**config.mk**
```make
export PLATFORM = sky130hd
export DESIGN_NAME = esc_smoothstep_ramp_unit
export DESIGN_NICKNAME = d
export VERILOG_FILES = /design/src/hw/rtl/essr_pkg.sv /design/src/hw/rtl/esc_smoothstep_ramp_unit.sv /design/src/hw/rtl/essr_div.sv /design/src/hw/rtl/essr_dpath.sv /design/src/hw/rtl/essr_seq.sv
export VERILOG_INCLUDE_DIRS = /design/src /design/src/hw/rtl
export SDC_FILE = /design/constraint.sdc
export NUM_CORES = 2
export LEC_CHECK = 0
export BUFFER_PORTS_ARGS = -buffer_cell sky130_fd_sc_hd__buf_2
export CAP_MARGIN = 20
export CELL_PAD_IN_SITES_DETAIL_PLACEMENT = 0
export CELL_PAD_IN_SITES_GLOBAL_PLACEMENT = 1
export CORE_MARGIN = 4
export CORE_UTILIZATION = 37
export CTS_BUF_LIST = sky130_fd_sc_hd__clkbuf_4 sky130_fd_sc_hd__clkbuf_8 sky130_fd_sc_hd__clkbuf_16
export CTS_CLUSTER_DIAMETER = 80
export DETAILED_ROUTE_END_ITERATION = 10
export PLACE_DENSITY_LB_ADDON = 0.08
export SLEW_MARGIN = 20
export SYNTH_ARGS = -nofsm -noshare
export SYNTH_HDL_FRONTEND = slang
export SYNTH_SLANG_ARGS = --single-unit
```
**constraint.sdc**
```tcl
create_clock -name clk -period 14.9 [get_ports clk]
set_input_delay 1.49 -clock clk [delete_from_list [all_inputs] [get_ports clk]]
set_output_delay 1.49 -clock clk [all_outputs]
set_load 0.1 [all_outputs]
```
**src/hw/rtl/assert_macros.svh**
```systemverilog
// Assertion helpers shared by the RTL; compiled out for synthesis.
`ifndef ASSERT_MACROS_SVH
`define ASSERT_MACROS_SVH

`ifndef SYNTHESIS

// prop must hold at every clock edge outside reset
`define ASSERT_CLK(lbl, clk, rstn, prop, msg) \
  lbl: assert property (@(posedge clk) disable iff (!rstn) (prop)) else $error(msg);

// cond must never be true outside reset
`define ASSERT_NEVER(lbl, clk, rstn, cond, msg) \
  lbl: assert property (@(posedge clk) disable iff (!rstn) !(cond)) else $error(msg);

`else

`define ASSERT_CLK(lbl, clk, rstn, prop, msg)
`define ASSERT_NEVER(lbl, clk, rstn, cond, msg)

`endif

`endif

```
**src/hw/rtl/essr_pkg.sv**
```systemverilog
package essr_pkg;

  localparam int FRAC_BITS_DEF = 16;

  localparam logic [11:0] PULSE_MIN = 12'd1000;
  localparam logic [11:0] PULSE_MAX = 12'd2000;
  localparam logic [15:0] PERIOD_US = 16'd20000;

  // pulse (11 bits) * full scale (16 bits) < 2^27
  localparam int DUTY_NUM_W = 27;
  // floor(x/20000) = floor((x >> 5) / 625); x >> 5 < 2^22, and
  // ceil(2^32/625) * 625 - 2^32 = 204 with 204 * 2^22 < 2^32, so the
  // reciprocal product shifted down by 32 is exact over that range
  localparam int          DUTY_SHIFT  = 5;
  localparam int          DUTY_RCP_SH = 32;
  localparam logic [22:0] DUTY_RCP    = 23'd6871948;

  localparam logic [15:0] DUR_RESET = 16'd2000;
  localparam logic [4:0]  RES_RESET = 5'd16;
  localparam logic [4:0]  RES_MAX   = 5'd16;

  localparam logic [0:0] CFG_DUTY_RES = 1'd0;
  localparam logic [0:0] CFG_RAMP_DUR = 1'd1;

  localparam logic [1:0] MODE_TICK  = 2'd0;
  localparam logic [1:0] MODE_START = 2'd1;
  localparam logic [1:0] MODE_STOP  = 2'd2;
  localparam logic [1:0] MODE_ESTOP = 2'd3;

  typedef struct packed {
    logic [1:0]  mode;
    logic [11:0] target_pulse;
    logic        manual;
  } in_item_t;

  typedef struct packed {
    logic        write_valid;
    logic [11:0] pulse_width;
    logic [15:0] duty;
    logic        out_of_range;
    logic        ramp_busy;
    logic        running;
    logic        stopped;
    logic        emergency;
  } out_item_t;

  typedef enum logic [3:0] {
    OP_NOP,
    OP_INC,
    OP_DIVP,
    OP_DIV_STEP,
    OP_MUL_PP,
    OP_MUL_S,
    OP_MUL_D,
    OP_PULSE,
    OP_RAMP_END,
    OP_CMD,
    OP_CHECK,
    OP_MUL_FULL,
    OP_DUTY,
    OP_FINISH
  } dp_op_t;

  typedef enum logic [2:0] {
    C_NEVER,
    C_ALWAYS,
    C_NOT_TICK,
    C_RAMP_OFF,
    C_RAMP_DONE,
    C_DIV_MORE,
    C_OOR,
    C_NOT_ESTOP
  } cond_t;

  localparam int UA_W = 5;
  typedef logic [UA_W-1:0] uaddr_t;

  typedef struct packed {
    dp_op_t op;
    cond_t  cond;
    uaddr_t target;
    logic   last;
  } ucode_t;

  typedef struct packed {
    logic   load;
    dp_op_t op;
  } seq_ctl_t;

  typedef struct packed {
    logic not_tick;
    logic ramp_off;
    logic ramp_done;
    logic div_more;
    logic oor;
    logic not_estop;
  } dp_stat_t;

  localparam uaddr_t UA_DECODE   = 5'd0;
  localparam uaddr_t UA_RAMP_CHK = 5'd1;
  localparam uaddr_t UA_INC      = 5'd2;
  localparam uaddr_t UA_END_CHK  = 5'd3;
  localparam uaddr_t UA_DIVP     = 5'd4;
  localparam uaddr_t UA_DIVP_LP  = 5'd5;
  localparam uaddr_t UA_MUL_PP   = 5'd6;
  localparam uaddr_t UA_MUL_S    = 5'd7;
  localparam uaddr_t UA_MUL_D    = 5'd8;
  localparam uaddr_t UA_PULSE    = 5'd9;
  localparam uaddr_t UA_RAMP_END = 5'd10;
  localparam uaddr_t UA_CMD      = 5'd11;
  localparam uaddr_t UA_CHECK    = 5'd12;
  localparam uaddr_t UA_MUL_FULL = 5'd13;
  localparam uaddr_t UA_DUTY     = 5'd14;
  localparam uaddr_t UA_FINISH   = 5'd15;

  function automatic ucode_t uw(dp_op_t op, cond_t cond, uaddr_t target, logic last);
    ucode_t w;
    w.op     = op;
    w.cond   = cond;
    w.target = target;
    w.last   = last;
    return w;
  endfunction

  // Control store: one word per step, conditional jump to target else fall through
  function automatic ucode_t ucode_rom(uaddr_t a);
    ucode_t w;
    unique case (a)
      UA_DECODE:   w = uw(OP_NOP,      C_NOT_TICK,  UA_CMD,      1'b0);
      UA_RAMP_CHK: w = uw(OP_NOP,      C_RAMP_OFF,  UA_FINISH,   1'b0);
      UA_INC:      w = uw(OP_INC,      C_NEVER,     UA_DECODE,   1'b0);
      UA_END_CHK:  w = uw(OP_NOP,      C_RAMP_DONE, UA_RAMP_END, 1'b0);
      UA_DIVP:     w = uw(OP_DIVP,     C_NEVER,     UA_DECODE,   1'b0);
      UA_DIVP_LP:  w = uw(OP_DIV_STEP, C_DIV_MORE,  UA_DIVP_LP,  1'b0);
      UA_MUL_PP:   w = uw(OP_MUL_PP,   C_NEVER,     UA_DECODE,   1'b0);
      UA_MUL_S:    w = uw(OP_MUL_S,    C_NEVER,     UA_DECODE,   1'b0);
      UA_MUL_D:    w = uw(OP_MUL_D,    C_NEVER,     UA_DECODE,   1'b0);
      UA_PULSE:    w = uw(OP_PULSE,    C_ALWAYS,    UA_CHECK,    1'b0);
      UA_RAMP_END: w = uw(OP_RAMP_END, C_ALWAYS,    UA_CHECK,    1'b0);
      UA_CMD:      w = uw(OP_CMD,      C_NOT_ESTOP, UA_FINISH,   1'b0);
      UA_CHECK:    w = uw(OP_CHECK,    C_OOR,       UA_FINISH,   1'b0);
      UA_MUL_FULL: w = uw(OP_MUL_FULL, C_NEVER,     UA_DECODE,   1'b0);
      UA_DUTY:     w = uw(OP_DUTY,     C_NEVER,     UA_DECODE,   1'b0);
      UA_FINISH:   w = uw(OP_FINISH,   C_NEVER,     UA_DECODE,   1'b1);
      default:     w = uw(OP_FINISH,   C_NEVER,     UA_DECODE,   1'b1);
    endcase
    return w;
  endfunction

endpackage

```
**src/hw/rtl/esc_smoothstep_ramp_unit.sv**
```systemverilog
// Smoothstep pulse ramp for a motor-speed controller. Each transfer on the input
// channel is a 1 ms tick, a start ramp, a stop ramp or an emergency stop, and
// yields exactly one result with the requested pulse, the PWM duty count
// floor(pulse*(2^res-1)/20000) and the running/stopped/emergency flags.
// Pulses outside 1000..2000 us are flagged and not written. One item is worked
// at a time by a small microprogram driving one shared multiplier, a bit-serial
// restoring divider for the ramp progress and a reciprocal multiply for the
// duty scaling. A tick inside a ramp runs FRAC_BITS divider steps plus 13 other
// steps before its result is loaded, and an out-of-range pulse skips the duty
// steps; a tick that ends a ramp loads the goal pulse, an emergency stop the
// minimum pulse, and start, stop and idle ticks go straight to the result.
// A new item is taken the cycle after the previous result is loaded into the
// output register, even if that result has not yet been taken; a result still
// waiting there holds the next item at its last step. Configuration is written
// through cfg_we/cfg_index/cfg_wdata (index 0: duty resolution bits, index 1:
// ramp length in ticks); the user must write it only while no item is in
// flight, since the block itself does not enforce this.
module esc_smoothstep_ramp_unit #(
  parameter int FRAC_BITS = essr_pkg::FRAC_BITS_DEF
) (
  input  logic                clk,
  input  logic                rst_n,
  input  logic                in_valid,
  output logic                in_ready,
  input  essr_pkg::in_item_t  in_data,
  output logic                out_valid,
  input  logic                out_ready,
  output essr_pkg::out_item_t out_data,
  input  logic                cfg_we,
  input  logic [0:0]          cfg_index,
  input  logic [15:0]         cfg_wdata
);
  import essr_pkg::*;

  seq_ctl_t ctl;
  dp_stat_t stat;

  essr_seq u_seq (
    .clk       (clk),
    .rst_n     (rst_n),
    .in_valid  (in_valid),
    .in_ready  (in_ready),
    .out_ready (out_ready),
    .out_valid (out_valid),
    .stat      (stat),
    .ctl       (ctl)
  );

  essr_dpath #(
    .FRAC_BITS (FRAC_BITS)
  ) u_dpath (
    .clk       (clk),
    .rst_n     (rst_n),
    .ctl       (ctl),
    .in_data   (in_data),
    .cfg_we    (cfg_we),
    .cfg_index (cfg_index),
    .cfg_wdata (cfg_wdata),
    .stat      (stat),
    .out_data  (out_data)
  );

endmodule

```
**src/hw/rtl/essr_div.sv**
```systemverilog
module essr_div #(
  parameter int QW = essr_pkg::FRAC_BITS_DEF,
  parameter int CW = $clog2(QW + 1)
) (
  input  logic          clk,
  input  logic          rst_n,
  input  logic          start,
  input  logic          step,
  input  logic [15:0]   rem_init,
  input  logic [15:0]   divisor,
  input  logic [CW-1:0] count,
  output logic [QW-1:0] quo,
  output logic          more
);

  logic [15:0]   rem_r, rem_nxt;
  logic [15:0]   div_r;
  logic [QW-1:0] quo_r, quo_nxt;
  logic [CW-1:0] cnt_r, cnt_nxt;
  logic [16:0]   trial;
  logic          ge;

  // restoring fraction division, one quotient bit per step; remainder always below divisor
  always_comb begin
    trial   = {rem_r, 1'b0};
    ge      = trial >= {1'b0, div_r};
    rem_nxt = ge ? 16'(trial - {1'b0, div_r}) : trial[15:0];
    quo_nxt = {quo_r[QW-2:0], ge};
    cnt_nxt = cnt_r - CW'(1);
  end

  always_ff @(posedge clk) begin
    if (!rst_n) begin
      cnt_r <= '0;
    end else if (start) begin
      cnt_r <= count;
    end else if (step) begin
      cnt_r <= cnt_nxt;
    end
  end

  always_ff @(posedge clk) begin
    if (start) begin
      rem_r <= rem_init;
      div_r <= divisor;
      quo_r <= '0;
    end else if (step) begin
      rem_r <= rem_nxt;
      quo_r <= quo_nxt;
    end
  end

  assign quo  = quo_r;
  assign more = cnt_r != CW'(1);

endmodule

```
**src/hw/rtl/essr_dpath.sv**
```systemverilog
`include "assert_macros.svh"

module essr_dpath #(
  parameter int FRAC_BITS = essr_pkg::FRAC_BITS_DEF
) (
  input  logic                clk,
  input  logic                rst_n,
  input  essr_pkg::seq_ctl_t  ctl,
  input  essr_pkg::in_item_t  in_data,
  input  logic                cfg_we,
  input  logic [0:0]          cfg_index,
  input  logic [15:0]         cfg_wdata,
  output essr_pkg::dp_stat_t  stat,
  output essr_pkg::out_item_t out_data
);
  import essr_pkg::*;

  localparam int OW   = (FRAC_BITS + 2 > 16) ? FRAC_BITS + 2 : 16;
  localparam int PW   = 2 * OW;
  localparam int CW   = $clog2(FRAC_BITS + 1);
  localparam int DY_W = DUTY_NUM_W - DUTY_SHIFT;
  localparam int DP_W = DY_W + $bits(DUTY_RCP);

  // configuration
  logic [4:0]  res_r;
  logic [15:0] dur_r;

  // ramp state
  logic [15:0] elapsed_r;
  logic [11:0] start_r, goal_r;
  logic        ramp_on_r, startup_r, run_r, stop_r, estop_r;

  // per-item work registers
  in_item_t           item_r;
  logic [11:0]        pulse_r;
  logic [FRAC_BITS-1:0] p_r;
  logic [PW-1:0]      prod_r;
  logic               req_r, wv_r, oor_r;
  logic [15:0]        duty_r;
  out_item_t          out_r;

  logic [OW-1:0]        mul_a, mul_b;
  logic [PW-1:0]        mul_p;
  logic [FRAC_BITS+1:0] k3, w3;
  logic [FRAC_BITS-1:0] hi_f;
  logic [11:0]          diff, delta;
  logic                 up;
  logic [4:0]           res_eff;
  logic [16:0]          full;
  logic                 oor_now;
  logic [DP_W-1:0]      duty_p;

  logic [FRAC_BITS-1:0] quo;
  logic                 div_more;

  always_comb begin
    hi_f    = prod_r[2*FRAC_BITS-1:FRAC_BITS];
    k3      = (FRAC_BITS + 2)'(3) << FRAC_BITS;
    w3      = k3 - {1'b0, p_r, 1'b0};
    up      = goal_r >= start_r;
    diff    = up ? goal_r - start_r : start_r - goal_r;
    delta   = prod_r[FRAC_BITS+11:FRAC_BITS];
    res_eff = (res_r > RES_MAX) ? RES_MAX : res_r;
    full    = (17'd1 << res_eff) - 17'd1;
    oor_now = (pulse_r < PULSE_MIN) || (pulse_r > PULSE_MAX);
    // divide by 20000 as a shift by 5 and a reciprocal multiply for 625
    duty_p  = DP_W'(prod_r[DUTY_NUM_W-1:DUTY_SHIFT]) * DP_W'(DUTY_RCP);
  end

  // shared multiplier operand select
  always_comb begin
    mul_a = '0;
    mul_b = '0;
    case (ctl.op)
      OP_MUL_PP: begin
        mul_a = OW'(quo[FRAC_BITS-1:0]);
        mul_b = OW'(quo[FRAC_BITS-1:0]);
      end
      OP_MUL_S: begin
        mul_a = OW'(hi_f);
        mul_b = OW'(w3);
      end
      OP_MUL_D: begin
        mul_a = OW'(diff);
        mul_b = OW'(hi_f);
      end
      OP_MUL_FULL: begin
        mul_a = OW'(pulse_r);
        mul_b = OW'(full[15:0]);
      end
      default: begin
        mul_a = '0;
        mul_b = '0;
      end
    endcase
    mul_p = PW'(mul_a) * PW'(mul_b);
  end

  essr_div #(
    .QW (FRAC_BITS),
    .CW (CW)
  ) u_div (
    .clk      (clk),
    .rst_n    (rst_n),
    .start    (ctl.op == OP_DIVP),
    .step     (ctl.op == OP_DIV_STEP),
    .rem_init (elapsed_r),
    .divisor  (dur_r),
    .count    (CW'(FRAC_BITS)),
    .quo      (quo),
    .more     (div_more)
  );

  always_ff @(posedge clk) begin
    if (!rst_n) begin
      res_r <= RES_RESET;
      dur_r <= DUR_RESET;
    end else if (cfg_we) begin
      unique case (cfg_index)
        CFG_DUTY_RES: res_r <= cfg_wdata[4:0];
        CFG_RAMP_DUR: dur_r <= cfg_wdata;
        default:      dur_r <= dur_r;
      endcase
    end
  end

  always_ff @(posedge clk) begin
    if (!rst_n) begin
      elapsed_r <= '0;
      start_r   <= PULSE_MIN;
      goal_r    <= PULSE_MIN;
      ramp_on_r <= 1'b0;
      startup_r <= 1'b0;
      run_r     <= 1'b0;
      stop_r    <= 1'b1;
      estop_r   <= 1'b0;
    end else begin
      unique case (ctl.op)
        OP_INC: begin
          if (elapsed_r != 16'hFFFF) elapsed_r <= elapsed_r + 16'd1;
        end
        OP_PULSE: begin
          // start ramp of a non-manual item tracks the live target after this point is taken
          if (startup_r && !item_r.manual) goal_r <= item_r.target_pulse;
        end
        OP_RAMP_END: begin
          ramp_on_r <= 1'b0;
          run_r     <= startup_r;
          stop_r    <= !startup_r;
        end
        OP_CMD: begin
          if (item_r.mode == MODE_ESTOP) begin
            ramp_on_r <= 1'b0;
            estop_r   <= 1'b1;
            run_r     <= 1'b0;
            stop_r    <= 1'b1;
          end else if (!ramp_on_r) begin
            elapsed_r <= '0;
            ramp_on_r <= 1'b1;
            if (item_r.mode == MODE_START) begin
              start_r   <= PULSE_MIN;
              goal_r    <= item_r.target_pulse;
              startup_r <= 1'b1;
            end else begin
              start_r   <= item_r.target_pulse;
              goal_r    <= PULSE_MIN;
              startup_r <= 1'b0;
            end
          end
        end
        default: begin
          elapsed_r <= elapsed_r;
        end
      endcase
    end
  end

  always_ff @(posedge clk) begin
    if (!rst_n) begin
      req_r <= 1'b0;
      wv_r  <= 1'b0;
      oor_r <= 1'b0;
    end else if (ctl.load) begin
      req_r <= 1'b0;
      wv_r  <= 1'b0;
      oor_r <= 1'b0;
    end else if (ctl.op == OP_CHECK) begin
      req_r <= 1'b1;
      oor_r <= oor_now;
    end else if (ctl.op == OP_DUTY) begin
      wv_r <= 1'b1;
    end
  end

  always_ff @(posedge clk) begin
    if (ctl.load) begin
      item_r <= in_data;
      duty_r <= '0;
    end
    unique case (ctl.op)
      OP_MUL_PP: begin
        p_r    <= quo[FRAC_BITS-1:0];
        prod_r <= mul_p;
      end
      OP_MUL_S, OP_MUL_D, OP_MUL_FULL: prod_r <= mul_p;
      OP_PULSE:    pulse_r <= up ? start_r + delta : start_r - delta;
      OP_RAMP_END: pulse_r <= goal_r;
      OP_CMD:      pulse_r <= PULSE_MIN;
      OP_DUTY:     duty_r  <= 16'(duty_p[DP_W-1:DUTY_RCP_SH]);
      OP_FINISH: begin
        out_r.write_valid  <= wv_r;
        out_r.pulse_width  <= req_r ? pulse_r : 12'd0;
        out_r.duty         <= duty_r;
        out_r.out_of_range <= oor_r;
        out_r.ramp_busy    <= ramp_on_r;
        out_r.running      <= run_r;
        out_r.stopped      <= stop_r;
        out_r.emergency    <= estop_r;
      end
      default: begin
        p_r <= p_r;
      end
    endcase
  end

  always_comb begin
    stat.not_tick  = item_r.mode != MODE_TICK;
    stat.ramp_off  = !ramp_on_r;
    stat.ramp_done = elapsed_r >= dur_r;
    stat.div_more  = div_more;
    stat.oor       = oor_now;
    stat.not_estop = item_r.mode != MODE_ESTOP;
  end

  assign out_data = out_r;

  `ASSERT_CLK(a_run_stop_excl, clk, rst_n, $onehot({run_r, stop_r}), "run and stop flags both or neither set")
  `ASSERT_NEVER(a_wr_and_oor, clk, rst_n, wv_r && oor_r, "duty written for an out-of-range pulse")
  `ASSERT_CLK(a_estop_sticky, clk, rst_n, $past(estop_r) |-> estop_r, "emergency flag cleared outside reset")

endmodule

```
**src/hw/rtl/essr_seq.sv**
```systemverilog
`include "assert_macros.svh"

module essr_seq (
  input  logic               clk,
  input  logic               rst_n,
  input  logic               in_valid,
  output logic               in_ready,
  input  logic               out_ready,
  output logic               out_valid,
  input  essr_pkg::dp_stat_t stat,
  output essr_pkg::seq_ctl_t ctl
);
  import essr_pkg::*;

  uaddr_t pc_r, pc_nxt;
  logic   busy_r, busy_nxt;
  logic   out_valid_r, out_valid_nxt;
  ucode_t word;
  logic   take;
  logic   stall;
  logic   step_en;
  logic   accept;

  always_comb begin
    word = ucode_rom(pc_r);
    unique case (word.cond)
      C_NEVER:     take = 1'b0;
      C_ALWAYS:    take = 1'b1;
      C_NOT_TICK:  take = stat.not_tick;
      C_RAMP_OFF:  take = stat.ramp_off;
      C_RAMP_DONE: take = stat.ramp_done;
      C_DIV_MORE:  take = stat.div_more;
      C_OOR:       take = stat.oor;
      C_NOT_ESTOP: take = stat.not_estop;
      default:     take = 1'b0;
    endcase
    // result register still full and not drained this cycle
    stall   = (word.op == OP_FINISH) && out_valid_r && !out_ready;
    step_en = busy_r && !stall;
    accept  = in_valid && !busy_r;

    pc_nxt        = pc_r;
    busy_nxt      = busy_r;
    out_valid_nxt = out_valid_r && !out_ready;
    if (accept) begin
      pc_nxt   = UA_DECODE;
      busy_nxt = 1'b1;
    end else if (step_en) begin
      pc_nxt = take ? word.target : pc_r + uaddr_t'(1);
      if (word.last) busy_nxt = 1'b0;
      if (word.op == OP_FINISH) out_valid_nxt = 1'b1;
    end

    ctl.load = accept;
    ctl.op   = step_en ? word.op : OP_NOP;
  end

  always_ff @(posedge clk) begin
    if (!rst_n) begin
      pc_r        <= UA_DECODE;
      busy_r      <= 1'b0;
      out_valid_r <= 1'b0;
    end else begin
      pc_r        <= pc_nxt;
      busy_r      <= busy_nxt;
      out_valid_r <= out_valid_nxt;
    end
  end

  assign in_ready  = !busy_r;
  assign out_valid = out_valid_r;

  `ASSERT_CLK(a_accept_starts, clk, rst_n, (in_valid && in_ready) |=> (busy_r && pc_r == UA_DECODE), "transfer did not start the program")
  `ASSERT_CLK(a_pc_in_rom, clk, rst_n, busy_r |-> (pc_r <= UA_FINISH), "step counter left the program")
  `ASSERT_CLK(a_finish_waits, clk, rst_n, (busy_r && pc_r == UA_FINISH && out_valid_r && !out_ready) |=> (busy_r && pc_r == UA_FINISH), "result overwrote an untaken result")

endmodule
```
==> reports/metrics.yaml <==
status:
  status: "complete, no violations"
clock_tree:
  clockRootBuffer: "clkbuf_16"
  cts_tree: "built"
  postCtsSetupRepairBufs: 0
  clk_pin_slew_ps: 60
  clkSinkCount: 255
  cts_buffer_depth: 3
  cts_resized: 0
  clkLatencyLatePin_ps: 560
  ctsHtreeMaxLevel: 2
  cts_made_buffers: 36
  postCtsHoldBufs: 0
critical_path:
  cp_slowest_cell: "o31ai_4"
  ff2ff_setup_slack_ps: 4600
  path_class: "reg -> reg"
  r2r_start: "u_dpath.start_r[1]"
  max_stage_delay_ps: 840
  cp-start-kind: "flop"
  crit_path_end_kind: "flop"
  crit_required_ps: 15200
  cp.arrival_ps: 10590
  r2r_cells: 34
  timing.rr.end: "u_dpath.prod_r[30]"
  crit_path_max_fanout: 21
hold_path:
  min_to: "u_dpath.out_data[7]"
  min_from: "u_dpath.duty_r[2]"
  holdCritPathClass: "reg -> reg"
  hold_path_depth: 0
route:
  initialDrtViolationCount: 1180
  route.vias.total: 22315
  dr.pass1.iters: 8
  wire_per_inst_um: 21.0
  viasPerCell: 5.19
  drc: 0
  antenna_left: 0
  wl_mm: 90.3
placement:
  gp_congestion: 0.905
  dp_slack_ps: 4680
  dp.cells: 4231
  hpwl_mm: 74.4
  io_buffers: 69
logic_synthesis:
  async_flop_share_pct: 0
  netlist_area_um2: 30200
  synth_top_flop_cell: "edfxtp_1"
  yosys_warnings: 0
  synth_edf_count: 146
  ys_types: 91
  synthCells: 3153
  ys_seq_area_share_pct: 21.8
  avgSynthCellArea_um2: 9.56
  ys_ff_latch: 255
sta:
  period_share_pct: 69.1
  setup_viol: 0
  period_needed_ps: 10300
  report.final.slew_viol_count: 0
  setup_tns_ps: 0
  hold_violations: 0
  worstMarginPinSlew_ps: 1210
  grt_setup_unrepaired: "no"
  relSlewSlack_pct: 19.4
  timing.fmax_mhz: 97.1
  fin_skew_ps: 38.0
  fin_ws_ps: 4600
power:
  p_leak_uw: 0.0154
  seqPwrFrac_pct: 25.3
  comb_power_share_pct: 47.7
  p_sw_share_pct: 38.6
  power_density_nw_per_um2: 97.7
  clkPwrFrac_pct: 27.1
  switchingPower_uw: 1240
  p_int_uw: 1980
  irDropWorstVdd_uv: 90.7
final_layout:
  instances_no_fill: 4298
  layout-drive-gt1-share_pct: 6.98
  area_growth_pct: 9.41
  final_nets: 4019
  diodes: 0
  fillers: 7980
global_routing:
  grt_pass1_vias: 23742
  overflow: 0
  grt_pass1_wl_mm: 141
  grt_max_degree: 52
  antenna_found_initial: 0
  grt_use_total_pct: 21.3
floorplanning:
  die_x_um: 293
  ios: 73
  dieArea_um2: 86100
  rows: 104
  die_y_um: 293
  core_um2: 80700
  start_util_pct: 37.4
run:
  cap_viol_max_count: 0
cells by family after synthesis:
logic type | Yosys count | share of synthesized area (%)
and+or+nand+nor | 827 | 12.7
adders and majority gates | 772 | 42.0
DFF | 255 | 21.8
buffers and inverters | 682 | 8.59
muxes | 27 | 0.904
AOI/OAI and AO/OA | 479 | 10.8
other | 1 | 0.0124
xor gates and xnor gates | 110 | 3.19
cells in the final DEF (no fill, tap or decap), drive strengths merged, types with 44 or more instances in the layout:
cell type and n:
o21ai 111, dfxtp 109, xnor2 75, nand2 275
buf 103, edfxtp 146, nor3 48, clkbuf 44
inv 605, ha 372, fa 400, nand3 54
nor2 254, a21oi 111
per-stage QoR:
stage	total power, uW	hold slack, ps	cell area, um2	utilization [%]
3_3_place_gp	2350	402	31800	39.4
3_5_place_dp	2380	405	31800	39.4
2_1_floorplan	1950	400	30200	-
4_1_cts	3290	418	33000	40.9
5_1_grt	3550	421	33000	40.9
6_report	3220	418	33000	40.9
synthesized netlist by cell type (54+ instances only):
library cell,instances,share of area [%]
fa_1,400,27
a21oi_1,110,1.8
xnor2_1,75,2.2
dfxtp_1,109,7.2
ha_1,372,15
o21ai_0,105,1.7
clkbuf_1,68,0.85
nand2_1,274,3.4
nand3_1,54,0.90
edfxtp_1,146,15
nor2_1,254,3.2
inv_1,596,7.4
worst max-delay path by stage:
stage | slack (ps) | startpoint | endpoint
after CTS | 4620 | u_dpath.start_r[1] | u_dpath.prod_r[30]
after global routing | 3950 | u_dpath.start_r[1] | u_dpath.prod_r[30]
after global placement | 4870 | u_dpath.goal_r[0] | u_dpath.prod_r[30]
final | 4600 | u_dpath.start_r[1] | u_dpath.prod_r[30]
after floorplan | 6350 | u_dpath.start_r[1] | u_dpath.prod_r[24]
after detailed placement | 4680 | u_dpath.start_r[1] | u_dpath.prod_r[30]
cell type report:
type | instances | area (um2) | area share, %
clock buffer | 44 | 986 | 2.99
clock inverter | 22 | 226 | 0.686
inverter | 596 | 2240 | 6.78
multi-input combinational | 2218 | 21100 | 63.8
sequential | 255 | 6570 | 19.9
tap | 1060 | 1330 | 4.02
timing repair buffer | 103 | 598 | 1.81
flip-flops by register name (all words and copies together) (netlist names), 5 cells and up, named ones only:
| register | count |
|---|---|
| u_dpath.start_r | 12 |
| u_dpath.duty_r | 13 |
| u_dpath.u_div.quo | 16 |
| u_dpath.p_r | 16 |
| u_dpath.pulse_r | 12 |
| u_dpath.u_div.rem_r | 16 |
| u_dpath.res_r | 5 |
| u_dpath.dur_r | 16 |
| u_dpath.item_r | 15 |
| u_dpath.prod_r | 27 |
| u_dpath.u_div.div_r | 16 |
| u_dpath.out_data | 31 |
| u_dpath.u_div.cnt_r | 5 |
| u_dpath.elapsed_r | 16 |
| u_dpath.goal_r | 12 |
| u_seq.pc_r | 5 |
per-layer routing:
metal  vias up  routed length (um)  track usage [%]
met1     11214               38900             27.8
li1      10470                   -                -
met5         -                   0                0
met4         0                2260             5.27
met2       520               44800             37.4
met3       111                4370             2.94
critical path: cells and delay by family (launching register included):
family | cells | cell delay (ps)
buf+inv | 6 | 360
fa+ha+maj | 8 | 3630
xor+xnor | 1 | 140
compound gates | 10 | 2980
mux | 1 | 280
flops | 1 | 450
simple gates | 8 | 2170
power groups by stage:
stage / clock, uW / combinational [uW] / sequential [uW]
6_report: 873 / 1540 / 814
5_1_grt: 934 / 1800 / 817
4_1_cts: 903 / 1570 / 813
3_5_place_dp: 0 / 1550 / 828
3_3_place_gp: 0 / 1520 / 827
2_1_floorplan: 0 / 1140 / 808
(Power assumes the default switching activity.)
